## src/hw/rtl/trmcov_pkg.sv

```systemverilog
// package for the trajectory mean and x/y covariance core
// types, codes and fixed field widths shared by trmcov_ctrl, trmcov_dp and the top level
`timescale 1ns / 1ps
package trmcov_pkg;

	localparam int unsigned MAX_SAMPLES_DEF = 1024;
	localparam int unsigned MAX_STEPS_DEF   = 64;

	localparam int POS_W      = 24;
	localparam int HEAD_W     = 16;
	localparam int VAR_W      = 48;
	localparam int COV_W      = 49;
	localparam int TS_W       = 6;
	localparam int CFG_DATA_W = 11;
	localparam int STEPC_W    = 7;

	localparam logic [CFG_DATA_W-1:0] SAMPLE_COUNT_RST = 11'd1024;
	localparam logic [STEPC_W-1:0]    STEP_COUNT_RST   = 7'd64;

	typedef enum logic {
		REG_SAMPLE_COUNT = 1'b0,
		REG_STEP_COUNT   = 1'b1
	} cfg_reg_t;

	typedef enum logic [3:0] {
		ST_IDLE,
		ST_LOAD,
		ST_RDSUM,
		ST_DMX,
		ST_DMY,
		ST_DMH,
		ST_ACC,
		ST_DRAIN,
		ST_DVXX,
		ST_DVYY,
		ST_DCXY,
		ST_FIX,
		ST_EMIT
	} state_t;

	typedef enum logic [2:0] {
		DIV_MX,
		DIV_MY,
		DIV_MH,
		DIV_VXX,
		DIV_VYY,
		DIV_CXY
	} div_sel_t;

	typedef struct packed {
		logic     ld_cap;
		logic     ld_wr;
		logic     clr_batch;
		logic     sum_rd;
		logic     acc_clr;
		logic     pt_rd;
		logic     div_go;
		logic     fix;
		logic     emit;
		logic     last_step;
		div_sel_t div_sel;
	} dp_cmd_t;

	typedef struct packed {
		logic div_done;
		logic acc_busy;
	} dp_stat_t;

	function automatic int unsigned bits_for(input int unsigned v);
		return (v > 1) ? $clog2(v) : 1;
	endfunction

endpackage

```

## src/hw/rtl/trmcov_ctrl.sv

```systemverilog
// controller: load sequencing, per-step compute sequencing, config registers
// depends on trmcov_pkg
`timescale 1ns / 1ps
module trmcov_ctrl #(
	parameter int unsigned MAX_SAMPLES = trmcov_pkg::MAX_SAMPLES_DEF,
	parameter int unsigned MAX_STEPS   = trmcov_pkg::MAX_STEPS_DEF,
	localparam int CNT_W  = trmcov_pkg::bits_for(MAX_SAMPLES + 1),
	localparam int SIDX_W = trmcov_pkg::bits_for(MAX_SAMPLES),
	localparam int TIDX_W = trmcov_pkg::bits_for(MAX_STEPS),
	localparam int TCNT_W = trmcov_pkg::bits_for(MAX_STEPS + 1),
	localparam int AW     = trmcov_pkg::bits_for(MAX_SAMPLES * MAX_STEPS)
) (
	input  logic                                  clk,
	input  logic                                  arst_n,
	input  logic                                  start,
	output logic                                  busy,
	input  logic                                  cfg_valid,
	output logic                                  cfg_ready,
	input  logic                                  cfg_index,
	input  logic [trmcov_pkg::CFG_DATA_W-1:0]     cfg_data,
	input  trmcov_pkg::dp_stat_t                  stat,
	output trmcov_pkg::dp_cmd_t                   cmd,
	output logic [CNT_W-1:0]                      ns,
	output logic [TIDX_W-1:0]                     sum_addr,
	output logic [AW-1:0]                         pt_waddr,
	output logic [AW-1:0]                         pt_raddr,
	output logic [TIDX_W-1:0]                     t_idx
);
	import trmcov_pkg::*;

	state_t                state_q, state_d;
	logic [CFG_DATA_W-1:0] samp_cnt_q;
	logic [STEPC_W-1:0]    step_cnt_q;
	logic [TCNT_W-1:0]     nt;
	logic [TIDX_W-1:0]     step_q, t_q;
	logic [SIDX_W-1:0]     samp_q;
	logic [AW-1:0]         waddr_q, raddr_q;
	logic [CNT_W-1:0]      i_q;
	logic                  go_q, go_d;
	logic                  cfg_acc, last_pt_step, last_samp, last_t, last_i;

	// effective counts: zero reads as one, overrange clamps
	always_comb begin
		if (samp_cnt_q == '0)
			ns = CNT_W'(1);
		else if (32'(samp_cnt_q) > MAX_SAMPLES)
			ns = CNT_W'(MAX_SAMPLES);
		else
			ns = CNT_W'(samp_cnt_q);
		if (step_cnt_q == '0)
			nt = TCNT_W'(1);
		else if (32'(step_cnt_q) > MAX_STEPS)
			nt = TCNT_W'(MAX_STEPS);
		else
			nt = TCNT_W'(step_cnt_q);
	end

	assign busy         = state_q != ST_IDLE;
	assign cfg_ready    = (state_q == ST_IDLE) && !start;
	assign cfg_acc      = cfg_valid && cfg_ready;
	assign last_pt_step = (TCNT_W'(step_q) + TCNT_W'(1)) == nt;
	assign last_samp    = (CNT_W'(samp_q) + CNT_W'(1)) == ns;
	assign last_t       = (TCNT_W'(t_q) + TCNT_W'(1)) == nt;
	assign last_i       = (i_q + CNT_W'(1)) == ns;
	assign sum_addr     = (state_q == ST_RDSUM) ? t_q : step_q;
	assign pt_waddr     = waddr_q;
	assign pt_raddr     = raddr_q;
	assign t_idx        = t_q;

	always_ff @(posedge clk or negedge arst_n) begin
		if (!arst_n)
			state_q <= ST_IDLE;
		else
			state_q <= state_d;
	end

	always_ff @(posedge clk or negedge arst_n) begin
		if (!arst_n) begin
			samp_cnt_q <= SAMPLE_COUNT_RST;
			step_cnt_q <= STEP_COUNT_RST;
			step_q     <= '0;
			samp_q     <= '0;
			waddr_q    <= '0;
			t_q        <= '0;
			i_q        <= '0;
			raddr_q    <= '0;
			go_q       <= 1'b0;
		end else begin
			go_q <= go_d;
			if (cfg_acc) begin
				if (cfg_index == REG_SAMPLE_COUNT)
					samp_cnt_q <= cfg_data;
				else
					step_cnt_q <= cfg_data[STEPC_W-1:0];
				step_q  <= '0;
				samp_q  <= '0;
				waddr_q <= '0;
			end
			case (state_q)
				ST_LOAD: begin
					if (last_pt_step) begin
						step_q <= '0;
						if (last_samp) begin
							samp_q  <= '0;
							waddr_q <= '0;
							t_q     <= '0;
						end else begin
							samp_q  <= samp_q + SIDX_W'(1);
							waddr_q <= waddr_q + AW'(1);
						end
					end else begin
						step_q  <= step_q + TIDX_W'(1);
						waddr_q <= waddr_q + AW'(1);
					end
				end
				ST_DMH: begin
					if (stat.div_done) begin
						i_q     <= '0;
						raddr_q <= AW'(t_q);
					end
				end
				ST_ACC: begin
					i_q     <= i_q + CNT_W'(1);
					raddr_q <= raddr_q + AW'(nt);
				end
				ST_EMIT: begin
					t_q <= t_q + TIDX_W'(1);
				end
				default: begin
				end
			endcase
		end
	end

	always_comb begin
		state_d     = state_q;
		cmd         = '0;
		cmd.div_sel = DIV_MX;
		case (state_q)
			ST_IDLE: begin
				if (cfg_acc)
					cmd.clr_batch = 1'b1;
				if (start) begin
					cmd.ld_cap = 1'b1;
					state_d    = ST_LOAD;
				end
			end
			ST_LOAD: begin
				cmd.ld_wr = 1'b1;
				state_d   = (last_pt_step && last_samp) ? ST_RDSUM : ST_IDLE;
			end
			ST_RDSUM: begin
				cmd.sum_rd  = 1'b1;
				cmd.acc_clr = 1'b1;
				state_d     = ST_DMX;
			end
			ST_DMX: begin
				cmd.div_sel = DIV_MX;
				if (stat.div_done)
					state_d = ST_DMY;
			end
			ST_DMY: begin
				cmd.div_sel = DIV_MY;
				if (stat.div_done)
					state_d = ST_DMH;
			end
			ST_DMH: begin
				cmd.div_sel = DIV_MH;
				if (stat.div_done)
					state_d = ST_ACC;
			end
			ST_ACC: begin
				cmd.pt_rd = 1'b1;
				if (last_i)
					state_d = ST_DRAIN;
			end
			ST_DRAIN: begin
				if (!stat.acc_busy)
					state_d = ST_DVXX;
			end
			ST_DVXX: begin
				cmd.div_sel = DIV_VXX;
				if (stat.div_done)
					state_d = ST_DVYY;
			end
			ST_DVYY: begin
				cmd.div_sel = DIV_VYY;
				if (stat.div_done)
					state_d = ST_DCXY;
			end
			ST_DCXY: begin
				cmd.div_sel = DIV_CXY;
				if (stat.div_done)
					state_d = ST_FIX;
			end
			ST_FIX: begin
				cmd.fix = 1'b1;
				state_d = ST_EMIT;
			end
			ST_EMIT: begin
				cmd.emit      = 1'b1;
				cmd.last_step = last_t;
				if (last_t) begin
					cmd.clr_batch = 1'b1;
					state_d       = ST_IDLE;
				end else begin
					state_d = ST_RDSUM;
				end
			end
			default: begin
				state_d = ST_IDLE;
			end
		endcase
		cmd.div_go = go_q;
		go_d = (state_d inside {ST_DMX, ST_DMY, ST_DMH, ST_DVXX, ST_DVYY, ST_DCXY})
			&& (state_d != state_q);
	end

endmodule

```

## config.mk

```make
export PLATFORM = sky130hd
export DESIGN_NAME = trmcov_ctrl
export DESIGN_NICKNAME = d
export VERILOG_FILES = /design/src/hw/rtl/trmcov_pkg.sv /design/src/hw/rtl/trmcov_ctrl.sv
export SDC_FILE = /design/constraint.sdc
export NUM_CORES = 1
export LEC_CHECK = 0
export ABC_CLOCK_PERIOD_IN_PS = 3500
export BUFFER_PORTS_ARGS = -buffer_cell sky130_fd_sc_hd__buf_2
export CAP_MARGIN = 25
export CELL_PAD_IN_SITES_DETAIL_PLACEMENT = 0
export CELL_PAD_IN_SITES_GLOBAL_PLACEMENT = 2
export CORE_MARGIN = 3
export CORE_UTILIZATION = 35
export CTS_CLUSTER_SIZE = 8
export DETAILED_ROUTE_END_ITERATION = 8
export MAX_ROUTING_LAYER = met4
export PLACE_DENSITY_LB_ADDON = 0.1
export SLEW_MARGIN = 25
export SYNTH_ARGS = -nofsm -noshare
export SYNTH_HDL_FRONTEND = slang
export SYNTH_SLANG_ARGS = --single-unit
```

## constraint.sdc

```tcl
create_clock -name clk -period 3.5 [get_ports clk]
set_input_delay 0.525 -clock clk [delete_from_list [all_inputs] [get_ports clk]]
set_output_delay 0.525 -clock clk [all_outputs]
set_load 0.01 [all_outputs]
```

==> Word-level counts from Yosys, hierarchy flattened <==
Index checks and enable logic that the tools add are counted.
{ "op_classes": {"addsub": 9, "order_cmp": 2, "n_eq_ne": 26, "mux": 46, "bitwise": 1, "reduce_logical": 17} }
{ "op_table": {"columns": ["operator", "n"], "rows": [
  ["$mux 16", 5],
  ["$pmux 4 s13", 1],
  ["$mux 10", 4],
  ["$mux 4", 9],
  ["$mux 6", 6],
  ["$mux 11", 3],
  ["$eq 4x4->1 const B", 8],
  ["$pmux 16 s2", 1],
  ["$eq 4x3->1 const B", 6],
  ["$eq 11x11->1", 2],
  ["$pmux 11 s2", 1],
  ["$add 16x1->16 const B", 1],
  ["$add 16x7->16", 1],
  ["$pmux 3 s5", 1],
  ["$add 6x1->7 const B", 2],
  ["$eq 7x7->1", 2],
  ["$mux 7", 2],
  ["$add 6x1->6 const B", 2],
  ["$eq 4x2->1 const B", 3],
  ["$pmux 6 s2", 1],
  ["$add 10x1->11 const B", 1],
  ["$add 11x1->11 const B", 1],
  ["$gt 11x11->1 const B", 1],
  ["$logic_not 11->1", 1],
  ["other kinds (18)", 36]
]} }
{ "totals": {"regBits": 88, "input_bits": 18, "out_inout_bits": 70, "word_cells": 111} }

==> Logic depth before layout (Yosys ltp) <==
{ "logic_depth": {"ltp_word": 10, "mapped_depth": 15, "ltp_nobuf": 14} }

==> Worst setup path before layout <==
OpenSTA, ideal clock, no wires.
{ "synth_path": {"kind": "register to register", "startpoint": "register step_cnt_q[1]", "endpoint": "register raddr_q[10] (netlist: pt_raddr[10])", "setup_time_ns": 0.082, "t_arrival_ns": 2.733, "required_ns": 3.418, "slack_ns": 0.685, "stages_incl_launch_ff": 15, "path_buffers": 0, "synth_period_minus_slack_ns": 2.815, "path_cell_list": "dfrtp_1 nor3_1 a21oi_1 inv_1 ha_1 inv_1 fa_1 nor2b_1 o21ai_0 a21boi_0 o21ai_0 a21boi_0 nor2_1 o31a_1 a31oi_1"} }
{ "synth_via": {"elab_chain_cells": 5, "word_cells_on_any_way": 6, "cone_classes": "add/sub (1); order compare (1); mux (3); reduce/logical (1)"} }
{ "synth_rtl": {"columns": ["item", "line", "source"], "rows": [
  ["start, declared", "trmcov_ctrl.sv:33", "logic [STEPC_W-1:0] step_cnt_q;"],
  ["start signal, assigned", "trmcov_ctrl.sv:94", "step_cnt_q <= cfg_data[STEPC_W-1:0];"],
  ["$gt 7x7->1", "trmcov_ctrl.sv:52", "else if (32'(step_cnt_q) > MAX_STEPS)"],
  ["$mux 7", "trmcov_ctrl.sv:52", null],
  ["$mux 7 (*)", "trmcov_ctrl.sv:50", "if (step_cnt_q == '0)"],
  ["$add 16x7->16 (*)", "trmcov_ctrl.sv:124", "raddr_q <= raddr_q + AW'(nt);"],
  ["$pmux 16 s2 (*)", "trmcov_ctrl.sv:99", "case (state_q)"],
  ["end signal, assigned", "trmcov_ctrl.sv:119", "raddr_q <= AW'(t_q);"],
  ["end signal, assigned", "trmcov_ctrl.sv:124", null],
  ["end, declared", "trmcov_ctrl.sv:37", "logic [AW-1:0] waddr_q, raddr_q;"]
]} }
Every way passes the cells marked *; elsewhere a longest branch is shown, timed or not.
A chain may end at the register's enable or synchronous reset.

==> Final worst setup path <==
{ "layout_path": {"startpoint": "register step_cnt_q[2]", "endpoint": "register raddr_q[10] (netlist: pt_raddr[10])"} }
The elaborated chain is that of the path after synthesis.

==> impl_metrics.csv <==
group,metric,value,unit
run_status,run_status,"completed",
critical_path,critical_path.max_stage_delay,0.39,ns
critical_path,critical_path.slowest_cell,"dfrtp_1",
placed_design,dp.final_hpwl,12500,um
die,core_region_area,16100,sq um
layout,n_antenna_cell,0,
critical_path,cp-end-kind,"flop",
clock_tree,insertion_delay,0.35,ns
placed_design,place_congestion,0.860,
critical_path,worst-endpoint-required,3.76,ns
logic_synthesis,yosys_warnings,0,
routing,post_drt_wl_per_cell,17.4,um
critical_path,crit_path_end,"pt_raddr[10]$_DFFE_PN0P_",
routing,postRouteWirelength,16700,um
critical_path,critical_path.reg2reg.startpoint,"step_cnt_q[2]$_DFFE_PN0P_",
critical_path,timing_worst_setup_path_type,"flop to flop",
layout,post_layout_nonfiller_instances,956,
global_routing,gr-total-overflow,0,
critical_path,worst_setup_path_start_kind,"flop",
sta,maxClockFrequency,319,MHz
critical_path,rr_worst_depth,14,
die,die_x,135,um
logic_synthesis,synth.yosys.seq_area_share,0.376,
logic_synthesis,post_synth_most_frequent_cells,"dfrtp_1, o21ai_0, nand2_1, nor2_1, nand3_1",
die,rows,46,
routing,detail_route.iter0.violations,351,
routing,drt_pass1_iterations,5,
sta,rsz_0062_raised_after_global_routing,"false",
routing,remaining_number_of_nets_flagged_by_the_antenna_check_after_routing,0,
critical_path,critical_path_start,"step_cnt_q[2]$_DFFE_PN0P_",
global_routing,grt_max_degree,33,
logic_synthesis,postSynthAreaPerCell,8.86,sq um
die,floorplan.initialDensity,0.364,
logic_synthesis,synth-edff-count,0,
placed_design,placement.cell_area,6490,sq um
critical_path,cp_cell_sequence,"nor3_1 > a21oi_1 > inv_1 > ha_1 > inv_1 > fa_1 > nor2b_1 > o21ai_0 > a21boi_0 > o21ai_0 > a21boi_1 > nor2_1 > o31a_1 > a31oi_1",
critical_path,worst-endpoint-arrival,3.40,ns
placed_design,port-buffer-count,87,
clock_tree,clock_path_buffers,2,
clock_tree,cts_htree_levels,3,
sta,final-hold-violation-count,0,
logic_synthesis,synth_most_common_cell,"dfrtp_1",
clock_tree,cts.clk_slew.worst_paths,0.07,ns
global_routing,first_global_vias,4831,
sta,final.setup.tns,0,ns
power,power.density,821,nW/um^2
critical_path,timing.rr.end,"pt_raddr[10]$_DFFE_PN0P_",
logic_synthesis,ys_top_cells_by_area,"dfrtp_1, o21ai_0, mux2_2",
logic_synthesis,post_synth_inst_count,662,
sta,finalWorstSetupSlack,0.364,ns
logic_synthesis,postSynthRegisterBits,88,
die,floorplan.die_area,18300,sq um
critical_path,timing.critical_path.fanout_max,4,
logic_synthesis,yosys.area.top_type,"dfrtp_1",
placed_design,inst_count_dp,942,
global_routing,grt_antenna_before_repair,0,
logic_synthesis,synth_flop_cell,"dfrtp_1",
placed_design,dp_slack,0.297,ns
hold_path,timing.hold.worst.class,"primary input to async pin",
sta,timing.final.crit_share,0.896,
logic_synthesis,synth_area,5860,sq um
clock_tree,cts_inserted_buffers,9,
power,power.ir.vdd_worst,346,uV
logic_synthesis,synthDistinctLibCells,74,
power,static-leakage-power,0.00315,uW
global_routing,globalRouteTotalUtil,0.189,
sta,clock_skew,0.00790,ns
global_routing,grt_first_pass_wirelength,26500,um
die,die_height,135,um
sta,setup-violations-final,0,
routing,vias_per_cell,5.44,
job,max-cap-violations,0,
layout,area.growth.synth_to_final,15.6,%
clock_tree,cts_tree,"built",
sta,maxSlewViolCount,0,
routing,total_number_of_vias,5203,
die,pin_count,88,
layout,fillers,1645,
clock_tree,cts_sinks,88,
routing,detail_route.drc_violations,0,
logic_synthesis,asyncSetResetFlopFracSynth,1.00,
sta,worst_slew_margin_rel,0.474,
sta,worst_pin_slew,0.789,ns
critical_path,reg2reg_setup_slack,0.36,ns
logic_synthesis,syn-num-nets,693,
layout,drive_above_1_share,0.211,
sta,final_period_minus_worst_setup_slack,3.14,ns
layout,summed_area_of_non_filler_cells_in_the_final_layout,6780,sq um
layout,num-nets-final,768,
clock_tree,postCtsHoldBufs,0,
clock_tree,cts-root-buf,"clkbuf_16",
logic_synthesis,yosys.area.top_type_share,0.367,
==> layout make-up <==
class / instances / area, sq um / area share
multi-input cells: 513 / 3390 / 0.500
flip-flops and latches: 88 / 2200 / 0.325
clock buffers: 11 / 253 / 0.0373
well taps: 216 / 270 / 0.0399
repair buffers: 98 / 520 / 0.0768
clock inverters: 3 / 42.5 / 0.00627
inverters: 27 / 101 / 0.0149
==> cell usage in the layout (no fill, tap or decap), drive strengths merged, types with 11 or more instances in the layout <==
cell type  instances
a21oi             21
dfrtp             86
nand2             54
nor3b             11
nand2b            11
nand3             32
a21o              14
xnor2             30
ha                12
o31ai             12
o211ai            12
buf               98
clkbuf            11
and3              24
nor2b             17
mux2              25
inv               27
nor3              18
o21ai             58
nor2              45
==> repair_timing <==
action                     in CTS  in global routing
resized for setup               0                  1
setup endpoints to repair       0                  3
setup buffers                   0                  0
==> metal layers <==
layer	vias to the layer above	global-route usage	wire (um)
met5	-	-	0
met4	0	0.0554	182
met3	10	0.0253	664
met2	120	0.288	7820
met1	2508	0.264	8000
li1	2565	-	-
==> critical path: cells and delay by family, from the launching register on <==
kind | cells | cell delay (ns)
adder cells (fa/ha/maj) | 2 | 0.54
buffers and inverters | 2 | 0.14
flip-flops | 1 | 0.39
AO/OA/AOI/OAI | 7 | 1.38
AND/OR/NAND/NOR | 3 | 0.59
==> worst min-delay path by stage <==
| stage | from | to | slack, ns |
|---|---|---|---|
| after floorplan | arst_n | go_q$_DFF_PN0_ | 0.23 |
| after global placement | pt_raddr[15]$_DFFE_PN0P_ | pt_raddr[15]$_DFFE_PN0P_ | 0.45 |
| after detailed placement | arst_n | pt_raddr[5]$_DFFE_PN0P_ | 0.46 |
| after CTS | arst_n | pt_raddr[5]$_DFFE_PN0P_ | 0.08 |
| after global routing | arst_n | pt_raddr[7]$_DFFE_PN0P_ | 0.09 |
| final | arst_n | pt_raddr[5]$_DFFE_PN0P_ | 0.09 |
==> logic make-up after synthesis <==
| group | Yosys count | share of synthesized area |
|---|---|---|
| simple gates | 250 | 0.227 |
| compound gates | 181 | 0.208 |
| flops | 88 | 0.376 |
| buf+inv | 61 | 0.0461 |
| xor+xnor | 39 | 0.0582 |
| mux | 30 | 0.0565 |
| fa+ha+maj | 13 | 0.0290 |
==> registers in the layout, indices dropped and copies added (netlist names) <==
name and cells:
step_cnt_q 7, t_idx 6, go_q 1, state_q 4, samp_cnt_q 11, step_q 6, i_q 11, samp_q 10
pt_raddr 16, pt_waddr 16
==> power breakdown <==
| part | leakage [uW] | switching, uW | internal [uW] |
|---|---|---|---|
| sequential | 0.00115 | 525 | 1350 |
| clock | 0.000143 | 411 | 584 |
| combinational | 0.00185 | 1500 | 1200 |
==> per-stage QoR <==
| stage | util | total power, uW | hold WS [ns] |
|---|---|---|---|
| floorplan | - | 3770 | 0.229 |
| global placement | 0.402 | 4560 | 0.454 |
| detailed placement | 0.402 | 4600 | 0.463 |
| CTS | 0.421 | 5640 | 0.0815 |
| global route | 0.421 | 6030 | 0.0948 |
| finish | 0.421 | 5570 | 0.0854 |
Power figures use the tool's default switching activity.
